<file path="config.mk">
export PLATFORM = sky130hd
export DESIGN_NAME = emb_ctrl
export DESIGN_NICKNAME = d
export VERILOG_FILES = /design/src/sv/emb_pkg.sv /design/src/sv/emb_ctrl.sv
export SDC_FILE = /design/constraint.sdc
export NUM_CORES = 1
export LEC_CHECK = 0
export ABC_AREA = 1
export BUFFER_PORTS_ARGS = -buffer_cell sky130_fd_sc_hd__buf_2
export CAP_MARGIN = 20
export CORE_MARGIN = 2
export CORE_UTILIZATION = 52
export DETAILED_ROUTE_END_ITERATION = 8
export GPL_ROUTABILITY_DRIVEN = 1
export PLACE_DENSITY = 0.85
export SLEW_MARGIN = 30
export SYNTH_ARGS = -nofsm -noshare
export SYNTH_HDL_FRONTEND = slang
export SYNTH_SLANG_ARGS = --single-unit
</file>
<file path="constraint.sdc">
create_clock -name i_clk -period 2.4 [get_ports i_clk]
set_input_delay 0.12 -clock i_clk [delete_from_list [all_inputs] [get_ports i_clk]]
set_output_delay 0.12 -clock i_clk [all_outputs]
set_load 0.01 [all_outputs]
</file>
<file path="src/sv/emb_pkg.sv">
// Shared types and constants for the embedding table training engine.
// Used by emb_ctrl, emb_dpath, emb_sqrt, emb_div and the top level.
`default_nettype none

package emb_pkg;

    // Parameter defaults
    localparam int VOCAB_DEF = 1024;
    localparam int DIM_DEF   = 64;

    // Fixed field widths
    localparam int NV_W   = 17;   // holds an effective row count up to 65536
    localparam int COL_W  = 6;
    localparam int GRAD_W = 24;
    localparam int NUM_W  = 56;   // clip numerator: 24x32 product plus rounding
    localparam int SUM_W  = 64;
    localparam int ROOT_W = 32;

    // Function codes
    typedef enum logic [2:0] {
        FN_LOOKUP = 3'd0,
        FN_ACCUM  = 3'd1,
        FN_WRITE  = 3'd2,
        FN_UPDATE = 3'd3,
        FN_ZERO   = 3'd4,
        FN_CLIP   = 3'd5,
        FN_NORM   = 3'd6
    } t_func;

    // Configuration register indexes
    typedef enum logic [1:0] {
        CFG_VOCAB = 2'd0,
        CFG_DIM   = 2'd1,
        CFG_LRATE = 2'd2,
        CFG_CLIP  = 2'd3
    } t_cfg_idx;

    // Kind of result loaded into the output register
    typedef enum logic [1:0] {
        K_OK,
        K_BAD,
        K_LOOK,
        K_NORM
    } t_kind;

    // Memory address source
    typedef enum logic [1:0] {
        A_CNT,
        A_IN,
        A_CLR
    } t_asel;

    // Controller to datapath
    typedef struct packed {
        logic  cap_in;
        logic  cnt_clr;
        logic  t_from_tok;
        logic  cnt_step;
        logic  rd;
        logic  acc_wr;
        logic  wt_wr;
        logic  upd_mul;
        logic  upd_wr;
        logic  zero_wr;
        logic  clr_wr;
        logic  sq_mul;
        logic  sq_acc;
        logic  sum_clr;
        logic  sq_start;
        logic  cl_mul;
        logic  dv_start;
        logic  clip_wr;
        logic  out_load;
        t_kind kind;
        t_asel asel;
    } t_cmd;

    // Datapath to controller
    typedef struct packed {
        logic [2:0] func;
        logic       bad;
        logic       col_ok;
        logic       c_last;
        logic       t_last;
        logic       nv_zero;
        logic       out_free;
        logic       clr_last;
        logic       sq_busy;
        logic       dv_busy;
        logic       clip_need;
    } t_sts;

endpackage

`default_nettype wire

</file>
<file path="src/sv/emb_ctrl.sv">
// Controller state machine: sequences lookup runs, table sweeps and results.
// Depends on emb_pkg for the command and status structs.
`default_nettype none

module emb_ctrl (
    input  wire logic          i_clk,
    input  wire logic          i_rst_n,
    input  wire logic          i_in_valid,
    output logic               o_in_stall,
    input  wire emb_pkg::t_sts i_sts,
    output emb_pkg::t_cmd      o_cmd
);

    typedef enum logic [4:0] {
        S_CLR, S_IDLE, S_DISP, S_RES,
        S_LK_RD, S_LK_OUT,
        S_AC_RD, S_AC_WR,
        S_UP_RD, S_UP_MUL, S_UP_WR,
        S_ZR,
        S_NM_RD, S_NM_SQ, S_NM_ACC,
        S_SQ_GO, S_SQ_WAIT,
        S_CL_RD, S_CL_MUL, S_CL_DIV, S_CL_WAIT
    } t_state;

    t_state         r_state, n_state;
    emb_pkg::t_kind r_kind, n_kind;
    emb_pkg::t_cmd  cmd;
    logic           sweep_last;

    assign sweep_last = i_sts.c_last & i_sts.t_last;

    // Next state and commands
    always_comb begin
        n_state = r_state;
        n_kind  = r_kind;
        cmd     = '0;
        cmd.kind = r_kind;
        cmd.asel = emb_pkg::A_CNT;
        unique case (r_state)
            S_CLR: begin
                cmd.clr_wr = 1'b1;
                cmd.asel   = emb_pkg::A_CLR;
                if (i_sts.clr_last) n_state = S_IDLE;
            end
            S_IDLE: begin
                if (i_in_valid) begin
                    cmd.cap_in = 1'b1;
                    n_state    = S_DISP;
                end
            end
            S_DISP: begin
                n_kind  = emb_pkg::K_OK;
                n_state = S_RES;
                if (i_sts.bad && i_sts.func <= emb_pkg::FN_WRITE) begin
                    n_kind = emb_pkg::K_BAD;
                end else begin
                    case (i_sts.func)
                        emb_pkg::FN_LOOKUP: begin
                            cmd.cnt_clr    = 1'b1;
                            cmd.t_from_tok = 1'b1;
                            n_state        = S_LK_RD;
                        end
                        emb_pkg::FN_ACCUM: begin
                            if (i_sts.col_ok) n_state = S_AC_RD;
                        end
                        emb_pkg::FN_WRITE: begin
                            cmd.asel  = emb_pkg::A_IN;
                            cmd.wt_wr = i_sts.col_ok;
                        end
                        emb_pkg::FN_UPDATE: begin
                            cmd.cnt_clr = 1'b1;
                            if (!i_sts.nv_zero) n_state = S_UP_RD;
                        end
                        emb_pkg::FN_ZERO: begin
                            cmd.cnt_clr = 1'b1;
                            if (!i_sts.nv_zero) n_state = S_ZR;
                        end
                        emb_pkg::FN_CLIP, emb_pkg::FN_NORM: begin
                            cmd.cnt_clr = 1'b1;
                            cmd.sum_clr = 1'b1;
                            n_state     = i_sts.nv_zero ? S_SQ_GO : S_NM_RD;
                        end
                        default: n_state = S_RES;
                    endcase
                end
            end
            S_RES: begin
                if (i_sts.out_free) begin
                    cmd.out_load = 1'b1;
                    n_state      = S_IDLE;
                end
            end
            // Lookup run, one element per output transfer
            S_LK_RD: begin
                cmd.rd  = 1'b1;
                n_state = S_LK_OUT;
            end
            S_LK_OUT: begin
                cmd.kind = emb_pkg::K_LOOK;
                if (i_sts.out_free) begin
                    cmd.out_load = 1'b1;
                    if (i_sts.c_last) begin
                        n_state = S_IDLE;
                    end else begin
                        cmd.cnt_step = 1'b1;
                        n_state      = S_LK_RD;
                    end
                end
            end
            // Accumulate: read, add, write back
            S_AC_RD: begin
                cmd.rd   = 1'b1;
                cmd.asel = emb_pkg::A_IN;
                n_state  = S_AC_WR;
            end
            S_AC_WR: begin
                cmd.acc_wr = 1'b1;
                cmd.asel   = emb_pkg::A_IN;
                n_state    = S_RES;
            end
            // SGD sweep
            S_UP_RD: begin
                cmd.rd  = 1'b1;
                n_state = S_UP_MUL;
            end
            S_UP_MUL: begin
                cmd.upd_mul = 1'b1;
                n_state     = S_UP_WR;
            end
            S_UP_WR: begin
                cmd.upd_wr = 1'b1;
                if (sweep_last) begin
                    n_state = S_RES;
                end else begin
                    cmd.cnt_step = 1'b1;
                    n_state      = S_UP_RD;
                end
            end
            // Gradient clear sweep
            S_ZR: begin
                cmd.zero_wr = 1'b1;
                if (sweep_last) begin
                    n_state = S_RES;
                end else begin
                    cmd.cnt_step = 1'b1;
                end
            end
            // Sum of squares sweep
            S_NM_RD: begin
                cmd.rd  = 1'b1;
                n_state = S_NM_SQ;
            end
            S_NM_SQ: begin
                cmd.sq_mul = 1'b1;
                n_state    = S_NM_ACC;
            end
            S_NM_ACC: begin
                cmd.sq_acc = 1'b1;
                if (sweep_last) begin
                    n_state = S_SQ_GO;
                end else begin
                    cmd.cnt_step = 1'b1;
                    n_state      = S_NM_RD;
                end
            end
            S_SQ_GO: begin
                cmd.sq_start = 1'b1;
                n_state      = S_SQ_WAIT;
            end
            S_SQ_WAIT: begin
                if (!i_sts.sq_busy) begin
                    if (i_sts.clip_need) begin
                        cmd.cnt_clr = 1'b1;
                        n_state     = S_CL_RD;
                    end else begin
                        n_kind  = emb_pkg::K_NORM;
                        n_state = S_RES;
                    end
                end
            end
            // Clip sweep: multiply, divide, write back
            S_CL_RD: begin
                cmd.rd  = 1'b1;
                n_state = S_CL_MUL;
            end
            S_CL_MUL: begin
                cmd.cl_mul = 1'b1;
                n_state    = S_CL_DIV;
            end
            S_CL_DIV: begin
                cmd.dv_start = 1'b1;
                n_state      = S_CL_WAIT;
            end
            S_CL_WAIT: begin
                if (!i_sts.dv_busy) begin
                    cmd.clip_wr = 1'b1;
                    if (sweep_last) begin
                        n_kind  = emb_pkg::K_NORM;
                        n_state = S_RES;
                    end else begin
                        cmd.cnt_step = 1'b1;
                        n_state      = S_CL_RD;
                    end
                end
            end
            default: n_state = S_IDLE;
        endcase
    end

    always_ff @(posedge i_clk) begin
        if (!i_rst_n) begin
            r_state <= S_CLR;
            r_kind  <= emb_pkg::K_OK;
        end else begin
            r_state <= n_state;
            r_kind  <= n_kind;
        end
    end

    assign o_in_stall = (r_state != S_IDLE);
    assign o_cmd      = cmd;

endmodule

`default_nettype wire

</file>
## Yosys cells after proc, flatten, opt, wreduce, memory -nomap -nowiden

Cells that the tools add are included.

| word-level totals | value |
|---|---|
| register bits after elaboration | 7 |
| bits in latches | 0 |
| bits in writable memories | 0 |
| ROM bits | 0 |
| bits of input ports | 16 |
| output and inout bits | 24 |
| word-level logic and storage cells | 116 |
| memories kept | 0 |

| operators by class | value |
|---|---|
| $add $sub $neg | 0 |
| $mul | 0 |
| divide/modulo/power cells | 0 |
| order comparisons | 1 |
| equality and inequality tests | 36 |
| shifts and indexed selects | 0 |
| muxes and demuxes | 64 |
| bitwise operators | 1 |
| reduce and logical (&&, ||, !) cells | 12 |

Operator list:

| kind | count |
|---|---|
| $pmux W5 S21 | 1 |
| $mux W5 | 10 |
| $eq A5 B4 Y1 const B | 8 |
| $mux W1 | 35 |
| $eq A5 B5 Y1 const B | 5 |
| $pmux W5 S5 | 1 |
| $eq A5 B3 Y1 const B | 4 |
| $ne A2 B2 Y1 const B | 9 |
| $mux W2 | 8 |
| $mux W4 | 3 |
| $pmux W2 S3 | 2 |
| $eq A5 B2 Y1 const B | 2 |
| $reduce_or A5 Y1 | 2 |
| $eq A3 B3 Y1 const B | 3 |
| $reduce_and A7 Y1 | 1 |
| $eq A3 B2 Y1 const B | 2 |
| $mux W3 | 2 |
| $reduce_or A2 Y1 | 3 |
| $eq A5 B1 Y1 const B | 1 |
| $logic_not A5 Y1 | 1 |
| $ne A5 B1 Y1 const B | 1 |
| $reduce_and A5 Y1 | 1 |
| $eq A3 B1 Y1 const B | 1 |
| $le A3 B2 Y1 const B | 1 |
| other kinds (7) | 7 |

## Logic depth before layout (Yosys ltp)

| depth | value |
|---|---|
| word-level depth | 5 |
| mapped depth | 13 |
| gate-level depth less buffers | 12 |

## Worst setup path before layout

No wires, ideal clock.

| timing path | value |
|---|---|
| path type | register to register |
| from | register r_state[2] |
| to | register r_state[0] |
| setup time | 0.111 ns |
| arrival time | 1.356 ns |
| data required time | 2.289 ns |
| path slack | 0.933 ns |
| cell stages (with the launch flop) | 12 |
| path buffers | 1 |
| cell sequence | dfxtp_1 -> buf_2 -> nor2_2 -> nand2_1 -> nor2_1 -> nand2_1 -> nand3_1 -> inv_1 -> nand3_1 -> nand2_1 -> nand2_1 -> nor2_1 |

| between the ends | value |
|---|---|
| cells in the longest elaborated chain, start to end | 3 |

Ends and longest elaborated chain:

| what | RTL line | text |
|---|---|---|
| from (decl) | emb_ctrl.sv:25 | `t_state r_state, n_state;` |
| from (signal assigned) | emb_ctrl.sv:215 | `r_state <= n_state;` |
| $eq A5 B4 Y1 (tied with other cells) | emb_ctrl.sv:39 | `unique case (r_state)` |
| $ne A2 B2 Y1 (no line) | n/a |  |
| $reduce_and A7 Y1 (no line) | n/a |  |

Several ways; a longest one is shown, not always the timed one.
A chain may end at the register's enable or synchronous reset.

==> impl_metrics.env <==
export IMPL_worstPathMaxFanout=8
export IMPL_hp_class="in -> reg"
export IMPL_cts_hold_fix_buffers=0
export IMPL_finalClockSkew_ns=0.00536
export IMPL_gp_congestion=0.985
export IMPL_synthTopCellsByArea="nand2_1, dfxtp_1, inv_1, nand3_1, nor2_1"
export IMPL_post_drt_via_cell_ratio=5.21
export IMPL_final_common_cell="nand2_1"
export IMPL_coreArea_sq_um=1780
export IMPL_dr_total_vias=1427
export IMPL_status="completed"
export IMPL_cp_arrival_ns=1.85
export IMPL_setup_viol_count_final=0
export IMPL_start_util_pct=56.6
export IMPL_clk_latency_ns=0.26
export IMPL_root_buffer="clkbuf_4"
export IMPL_grt_max_degree=12
export IMPL_regArea_sq_um=140
export IMPL_relSlewSlack_pct=76.1
export IMPL_synth_avg_cell_area_sq_um=4.83
export IMPL_grt_pass1_vias=1224
export IMPL_drtPass1Iterations=6
export IMPL_synth_cell_types=20
export IMPL_yosysTopAreaCell="nand2_1"
export IMPL_fin_crit_ns=1.97
export IMPL_ant_nets=0
export IMPL_postCtsSetupRepairBufs=0
export IMPL_drive_gt1_share_pct=20.1
export IMPL_routedWlPerCell_um=11.1
export IMPL_power_leakage_nw=0.824
export IMPL_cts_tree="done"
export IMPL_postRouteWirelength_um=3050
export IMPL_max_cap_viol_count=0
export IMPL_worstMarginPinSlew_ns=0.356
export IMPL_required_ns=2.28
export IMPL_critPathKind="reg -> out"
export IMPL_peakVddDrop_mv=0.562
export IMPL_final_cell_mix="nand2_1, buf_2, inv_1"
export IMPL_dp_hpwl_um=2610
export IMPL_fin_cells=274
export IMPL_nFillCells=200
export IMPL_synth_top_area_share_pct=25.3
export IMPL_cts_buffers=3
export IMPL_port_buffers=39
export IMPL_drtIter0Drc=79
export IMPL_synthToLayoutAreaGrowth_pct=23.3
export IMPL_post_place_cells=270
export IMPL_start_kind="flip-flop"
export IMPL_crit_chain="inv_1 > nor2_1 > nand2_1 > or2_1 > o22ai_1 > buf_2"
export IMPL_path_clk_slew_ns=0.05
export IMPL_ys_ff_latch=7
export IMPL_groute_usage_overall_pct=30.2
export IMPL_cts_buffer_depth=2
export IMPL_gr_total_overflow=0
export IMPL_htreeDepth=1
export IMPL_critPathMaxStageDelay_ns=0.49
export IMPL_cp_num_buf_inv=2
export IMPL_drc=0
export IMPL_drv_slew=0
export IMPL_io_pins=40
export IMPL_dieArea_sq_um=2310
export IMPL_antenna_found_initial=0
export IMPL_multi_input_area_sq_um=713
export IMPL_die_y_um=48.1
export IMPL_synth_net_count=225
export IMPL_nets=266
export IMPL_hold_viol_final=0
export IMPL_cellPowerDensity_nw_per_um2=629
export IMPL_post_cts_resized=0
export IMPL_rsz0062_at_grt="no"
export IMPL_yosysWarnings=0
export IMPL_crit_path_end_kind="output port"
export IMPL_final_setup_tns_ns=0
export IMPL_synth_area_sq_um=1010
export IMPL_max_freq_ghz=0.508
export IMPL_cts_sinks=7
export IMPL_rows=15
export IMPL_die_x_um=48.1
export IMPL_synthCells=209
export IMPL_cp_top_family="simple AND/OR/NAND/NOR gates"
export IMPL_antenna_cells=0
export IMPL_ys_seq_area_share_pct=13.9
export IMPL_final_period_utilization_pct=82.0
export IMPL_crit_path_top_delay_cell="dfxtp_1"
export IMPL_grt_pass1_wl_um=5000
[synthesized netlist by cell type]
library cell / n
nand2_1: 68
inv_1: 35
nor2_1: 31
nand3_1: 25
o21ai_0: 10
a21oi_1: 8
dfxtp_1: 7
nor3_1: 6
nor2_2: 4
nand4_1: 3
buf_2: 2
inv_2: 2
buf_4: 1
nand2_2: 1
nand3_2: 1
nor3b_1: 1
o2111ai_1: 1
o22ai_1: 1
o31ai_1: 1
or2_1: 1
[layout make-up]
| cell class | instances | area share (%) |
|---|---|---|
| Timing Repair Buffer | 39 | 15.7 |
| Sequential cell | 7 | 11.3 |
| Clock buffer | 4 | 2.11 |
| Tap cell | 25 | 2.51 |
| Inverter | 37 | 11.2 |
| Multi-Input combinational cell | 162 | 57.3 |
[metrics by stage]
stage                     utilization, %  hold slack, ns  cell area (sq um)  worst slack (ns)  power (mW)
after global routing                69.8           0.156               1240             0.260       0.861
after floorplan                        -           0.218               1010             0.933       0.534
after CTS                           69.8           0.141               1240             0.442       0.780
after global placement              68.4           0.378               1220             0.673       0.671
after detailed placement            68.4           0.402               1220             0.706       0.671
final                               69.8           0.141               1240             0.431       0.783
[where the power goes]
part	switching (mW)	internal, mW
sequential	0.0314	0.143
clock	0.0460	0.0636
combinational	0.331	0.168
[registers in the layout (all words and copies together) (netlist names)]
| register | cells |
|---|---|
| r_state | 5 |
| r_kind | 2 |
[worst paths after layout]
kind                           start                 endpoint  slack, ns  cells after the start
max          r_state[2]$_SDFFE_PN0P_                o_cmd[19]       0.43                      6
min reg2reg   r_kind[1]$_SDFFE_PN0P_   r_kind[1]$_SDFFE_PN0P_       0.46                      2
min                          i_rst_n  r_state[3]$_SDFFE_PN0P_       0.14                      3
max reg2reg  r_state[4]$_SDFFE_PN0P_  r_state[2]$_SDFFE_PN0P_       0.64                      9
[tightest hold or removal path: stages]
cell	delay, ns
buf_2	0.13
nand2_1	0.07
inv_1	0.04
[layer usage]
metal  GRT usage, %  share of wire [%]  wire, um  vias up
met5              0                  0         0        -
met4           5.41                1.3        39        0
met3           4.15                 10       311        8
met2           52.0                 46      1420       88
met1           40.2                 42      1280      593
li1               -                  -         -      738
[cell families (layout without fill, tap and decap cells)]
group                  after synthesis  in the layout  share of synthesized area (%)
and+or+nand+nor                    141            141                           59.5
buffers and inverters               40             80                           15.5
AOI/OAI and AO/OA                   21             21                           11.2
DFF                                  7              7                           13.9
No activity file was read; power rests on OpenSTA's default activity.
